[src/sv/tcs_pkg.sv]
// Package: shared constants, types and controller commands for the column mapper.
package tcs_pkg;

   localparam int TEX_BYTES   = 65536;
   localparam int TEX_AW      = $clog2(TEX_BYTES);
   localparam int MAX_TEX_DIM = 1024;
   localparam int DIM_W       = 11;
   localparam int ROW_W       = $clog2(MAX_TEX_DIM);
   localparam int ACC_W       = 48;
   localparam int Q_W         = ACC_W - 8;
   localparam int DIV_CNT_W   = $clog2(Q_W + 1);
   localparam int PAL_DEPTH   = 256;

   localparam logic [1:0] OP_TEX_WR  = 2'd0;
   localparam logic [1:0] OP_PAL_WR  = 2'd1;
   localparam logic [1:0] OP_SPAN    = 2'd2;
   localparam logic [1:0] OP_ROW     = 2'd3;

   localparam logic [7:0] TEXEL_CLEAR = 8'hFF;
   localparam logic [8:0] SHADE_MAX   = 9'd256;
   localparam logic [7:0] ALPHA_OPAQUE = 8'hFF;

   typedef enum logic [2:0] {
      ST_IDLE,
      ST_COL_DIV,
      ST_ROW_DIV,
      ST_ADDR,
      ST_TEX,
      ST_PAL,
      ST_SHADE
   } state_type;

   typedef struct packed {
      logic tex_wr;
      logic pal_wr;
      logic span_load;
      logic span_kill;
      logic div_load;
      logic div_col;
      logic col_store;
      logic addr_calc;
      logic tex_rd;
      logic pal_rd;
      logic shade_out;
   } cmd_type;

   typedef struct packed {
      logic span_ok;
      logic pal_ok;
      logic span_active;
      logic mask_mode;
      logic div_done;
   } status_type;

endpackage

[src/sv/tcs_ctrl.sv]
// Controller: sequences writes, span setup and the per-row sampling steps.
module tcs_ctrl (
   input  logic                clock,
   input  logic                reset,
   input  logic                start,
   input  logic [1:0]          req_op,
   input  tcs_pkg::status_type status,
   output tcs_pkg::cmd_type    cmd,
   output logic                busy
);
   import tcs_pkg::*;

   state_type state_ff, state_in;
   logic      accept;

   assign accept = start && (state_ff == ST_IDLE);
   assign busy   = (state_ff != ST_IDLE);

   always_ff @(posedge clock) begin
      if (reset) begin
         state_ff <= ST_IDLE;
      end else begin
         state_ff <= state_in;
      end
   end

   always_comb begin
      state_in = state_ff;
      case (state_ff)
         ST_IDLE: begin
            if (accept) begin
               case (req_op)
                  OP_SPAN: begin
                     if (status.span_ok) state_in = ST_COL_DIV;
                  end
                  OP_ROW: begin
                     if (status.span_active) begin
                        state_in = status.mask_mode ? ST_ADDR : ST_ROW_DIV;
                     end
                  end
                  default: state_in = ST_IDLE;
               endcase
            end
         end
         ST_COL_DIV: begin
            if (status.div_done) state_in = ST_IDLE;
         end
         ST_ROW_DIV: begin
            if (status.div_done) state_in = ST_ADDR;
         end
         ST_ADDR:  state_in = ST_TEX;
         ST_TEX:   state_in = ST_PAL;
         ST_PAL:   state_in = ST_SHADE;
         ST_SHADE: state_in = ST_IDLE;
         default:  state_in = ST_IDLE;
      endcase
   end

   always_comb begin
      cmd = '0;
      case (state_ff)
         ST_IDLE: begin
            if (accept) begin
               case (req_op)
                  OP_TEX_WR: cmd.tex_wr = 1'b1;
                  OP_PAL_WR: cmd.pal_wr = status.pal_ok;
                  OP_SPAN: begin
                     cmd.span_load = status.span_ok;
                     cmd.span_kill = !status.span_ok;
                     cmd.div_load  = status.span_ok;
                     cmd.div_col   = 1'b1;
                  end
                  OP_ROW: cmd.div_load = status.span_active && !status.mask_mode;
                  default: cmd = '0;
               endcase
            end
         end
         ST_COL_DIV: cmd.col_store = status.div_done;
         ST_ADDR:    cmd.addr_calc = 1'b1;
         ST_TEX:     cmd.tex_rd    = 1'b1;
         ST_PAL:     cmd.pal_rd    = 1'b1;
         ST_SHADE:   cmd.shade_out = 1'b1;
         default:    cmd = '0;
      endcase
   end

endmodule

[config.mk]
export PLATFORM = sky130hd
export DESIGN_NAME = tcs_ctrl
export DESIGN_NICKNAME = d
export VERILOG_FILES = /design/src/sv/tcs_pkg.sv /design/src/sv/tcs_ctrl.sv
export SDC_FILE = /design/constraint.sdc
export NUM_CORES = 1
export LEC_CHECK = 0
export BUFFER_PORTS_ARGS = -buffer_cell sky130_fd_sc_hd__buf_2
export CAP_MARGIN = 20
export CORE_AREA = 2 2 39 41
export CTS_CLUSTER_DIAMETER = 100
export DETAILED_ROUTE_END_ITERATION = 12
export DIE_AREA = 0 0 41 43
export RECOVER_POWER = 100
export SYNTH_ARGS = -nofsm -noshare
export SYNTH_HDL_FRONTEND = slang
export SYNTH_SLANG_ARGS = --single-unit
[constraint.sdc]
create_clock -name clock -period 2.9 [get_ports clock]
set_input_delay 0.29 -clock clock [delete_from_list [all_inputs] [get_ports clock]]
set_output_delay 0.29 -clock clock [all_outputs]
set_load 0.05 [all_outputs]
# Word-level counts from Yosys, hierarchy flattened
# Cells that the tools add are included.
totals:
  ff_bits: 3
  in_bits: 10
  output_inout_bits: 12
  word_cells: 43
op_classes:
  eq_ne: 14
  mux: 20
  n_reduce_logical: 8
ops:
  columns: ["operator", "n"]
  rows:
  - ["$pmux W3 S6", 1]
  - ["$mux W3", 5]
  - ["$pmux W1 S2", 6]
  - ["$mux W11", 1]
  - ["$eq A3 B3 Y1 const B", 3]
  - ["$eq A3 B2 Y1 const B", 2]
  - ["$mux W6", 1]
  - ["$ne A2 B2 Y1 const B", 3]
  - ["$ne A3 B3 Y1 const B", 2]
  - ["$pmux W3 S2", 1]
  - ["$reduce_and A5 Y1", 1]
  - ["$eq A2 B2 Y1 const B", 2]
  - ["$mux W1", 4]
  - ["$eq A3 B1 Y1 const B", 1]
  - ["$logic_not A3 Y1", 1]
  - ["$reduce_bool A3 Y1", 1]
  - ["$eq A2 B1 Y1 const B", 1]
  - ["$logic_and A1 B1 Y1", 2]
  - ["$logic_not A1 Y1", 2]
  - ["$logic_not A2 Y1", 1]
  - ["$mux W2", 1]

# Logic depth before layout (Yosys ltp)
depth:
  depth_word: 5
  depth_mapped: 5
  depth_no_buf: 4

# Worst setup path before layout
# No wires, ideal clock.
synth_path:
  path_type: "reg2out"
  from: "register state_ff[0]"
  to: "output cmd[8] in the netlist's numbering"
  arrival_ns: 1.944
  required_ns: 2.610
  setup_slack_ns: 0.666
  path_stages_with_launch: 5
  path_buffers: 1
  cell_sequence: "dfxtp_1 -> buf_6 -> nor3_2 -> nand3_1 -> nor3b_1"
synth_rtl:
  columns: ["item", "line_no", "source"]
  rows:
  - ["start: declaration", "tcs_ctrl.sv:13", "state_type state_ff, state_in;"]
  - ["start signal: assignment", "tcs_ctrl.sv:23", "state_ff <= state_in;"]
  - ["end: declaration", "tcs_ctrl.sv:8", "output tcs_pkg::cmd_type cmd,"]

==> results.md <==
- Routed vias: 337
- WP data arrival: 1.79 ns
- Cell Area, Synth: 305 µm²
- Root buffer cell: clkbuf_4
- Total core area: 1380 µm²
- Final worst slack: 0.818 ns
- Number of global-route vias before repair: 293
- Critical Path Max Stage Delay: 0.46 ns
- Setup_tns: 0 ns
- Slew HR: 60.1%
- Syn Inst Count: 39
- Pwr dens: 399 nW/µm²
- Final Setup Violations: 0
- H-Tree Level Count: 1
- Largest Register: state_ff
- Max cap viols: 0
- GRT overflow: 0
- Sequential-to-total area share from yosys stat: 19.7%
- Total CTS buffers: 3
- Final Cycle Share: 71.8%
- DR WL/cell: 9.59 µm
- CP cell instances: nor3_2, inv_2, nor3b_1, and3_1, clkbuf_1
- Final hold vios: 0
- Top-level I/O count: 22
- Register area: 60.1 µm²
- Max reg flops: 3
- Initial Util: 22.1%
- Critical Path RT: 2.61 ns
- RePlAce Congestion: 0.711
- Drt pass-1 iters: 2
- PortBufs: 21
- Count of cells resized by post-cts repair: 0
- Share of layout cells above drive strength 1: 31.7%
- Critical path type: reg -> out
- Syn Nets: 49
- Synthesized flop and latch total: 3
- Hold buffer count at CTS: 0
- Max clock buf depth: 2
- Total GRT Usage: 9.62%
- ANT cells: 0
- Fill count: 162
- Fin crit period: 2.08 ns
- DP HPWL: 556 µm
- Crit-path max FO: 11
- Post-synth cell types: 24
- Setup skew after layout: 0.00300 ns
- P_leak: 0.167 nW
- Critical path startpoint category: register
- Area taken by multi-input logic gates: 208 µm²
- Synth-to-layout area growth: 33.6%
- Die X: 41 µm
- Worst-Skew Late Latency: 0.23 ns
- Critical Path Slowest Stage Cell: clkbuf_1
- ANT nets after route: 0
- First-pass GRT wire length: 1130 µm
- Final-stage net count: 71
- TritonCTS clock tree: yes
- Status: completed
- Count of pins over their slew limit: 0
- Die area: 1760 µm²
- Slew @ Worst Pin: 0.601 ns
- F_max: 0.480 GHz
- # rows: 14
- # clock sinks: 3
- Biggest regs: state_ff x3
- Avg Vias per Cell: 4.43
- Mean Syn Cell Area: 7.83 µm²
- Layout Utilization: 29.5%
- Largest net degree at the start of global routing: 12
- Post-CTS Setup Bufs: 0
- Highest ir drop seen on vdd: 0.138 mV
- CP Capture Type: output pin
- Setup WS pre-CTS: 1.26 ns
- HP Class: in -> reg
- Initial DRC Count: 2
- Unrepaired setup endpoints after global routing: false
- Die H: 43 µm
- Clk pin slew, worst setup/hold paths: 0.04 ns
- Syn. warnings: 0
- Antenna violations before repair: 0
- Post-Route WL: 729 µm
- # DRC: 0
==> layer usage <==
layer | global-route usage [%] | wire (µm) | up-vias
met2 | 12.8 | 302 | 18
met3 | 3.14 | 67 | 0
met1 | 11.8 | 359 | 137
met5 | 0 | 0 | -
met4 | 8.00 | 0 | 0
li1 | - | - | 182
==> final cells by class <==
cell class / count / area share, %
multi-input combinational: 31 / 50.9
timing repair buffer: 21 / 22.1
sequential: 3 / 14.7
clock buffer: 4 / 6.44
tap: 16 / 4.91
inverter: 1 / 0.920
==> through the flow <==
| stage | hold slack (ns) | cells | power [W] | cell area [µm²] |
|---|---|---|---|---|
| final | 0.257 | 76 | 0.000163 | 408 |
| after floorplan | 0.362 | 39 | 0.0000805 | 305 |
| after CTS | 0.250 | 76 | 0.000169 | 423 |
| after global placement | 0.498 | 72 | 0.0000926 | 397 |
| after detailed placement | 0.498 | 72 | 0.0000928 | 397 |
| after global routing | 0.252 | 76 | 0.000178 | 408 |
==> placed cells by master, fill, tap and decap left out <==
cell type,instances
and4bb_2,1
a41oi_1,1
nand3b_1,1
and3b_1,1
nor3_2,1
buf_2,9
nand3_1,2
or4_1,1
o32ai_1,1
dfxtp_1,3
nor2b_1,1
inv_2,1
clkbuf_1,13
nor3_1,2
a21oi_1,3
nor2_1,5
and3b_2,2
o21ba_2,1
nand2_1,2
nor3b_1,3
nand2b_1,1
clkbuf_4,3
mux2_2,1
and3_1,1
==> where the power goes <==
group          switching, W  internal, W
clock network     0.0000208    0.0000515
logic             0.0000303    0.0000142
registers        0.00000325    0.0000429
total             0.0000543     0.000109
==> logic make-up (layout without fill, tap and decap cells) <==
logic type             count (synthesis)  after routing  share of synthesized area, %
and+or+nand+nor                       24             24                          50.4
AOI/OAI and AO/OA                      6              6                          13.9
buffers and inverters                  5             26                          12.3
DFF                                    3              3                          19.7
muxes                                  1              1                          3.69
==> cell usage after synthesis <==
| library cell | n | share of area (%) |
|---|---|---|
| or4_1 | 1 | 2.5 |
| and3b_2 | 2 | 6.6 |
| inv_2 | 1 | 1.2 |
| nand2_1 | 2 | 2.5 |
| nor3_1 | 2 | 3.3 |
| nor2_1 | 5 | 6.1 |
| clkbuf_1 | 1 | 1.2 |
| a21oi_1 | 3 | 4.9 |
| mux2_2 | 1 | 3.7 |
| nand2b_1 | 1 | 2.1 |
| o21ba_2 | 1 | 3.3 |
| and3_1 | 1 | 2.1 |
| dfxtp_1 | 3 | 20 |
| nor2b_1 | 1 | 2.1 |
| nand3b_1 | 1 | 2.5 |
| o32ai_1 | 1 | 2.9 |
| and3b_1 | 1 | 2.9 |
| buf_4 | 1 | 2.5 |
| and4bb_2 | 1 | 4.1 |
| nor3b_1 | 3 | 7.4 |
| buf_6 | 2 | 7.4 |
| nor3_2 | 1 | 3.3 |
| nand3_1 | 2 | 3.3 |
| a41oi_1 | 1 | 2.9 |
==> critical path, delay by kind of cell (launching register included) <==
| family | cells | cell delay, ns |
|---|---|---|
| buffers and inverters | 2 | 0.52 |
| DFF | 1 | 0.39 |
| and+or+nand+nor | 3 | 0.66 |
==> final timing paths <==
path               start     endpoint  slack, ns  cells past startpoint
max          state_ff[2]       cmd[9]       0.82                      5
min                reset  state_ff[2]       0.26                      2
max reg2reg  state_ff[2]  state_ff[0]       1.69                      3
min reg2reg  state_ff[0]  state_ff[0]       0.69                      2
Power figures use the tool's default switching activity.
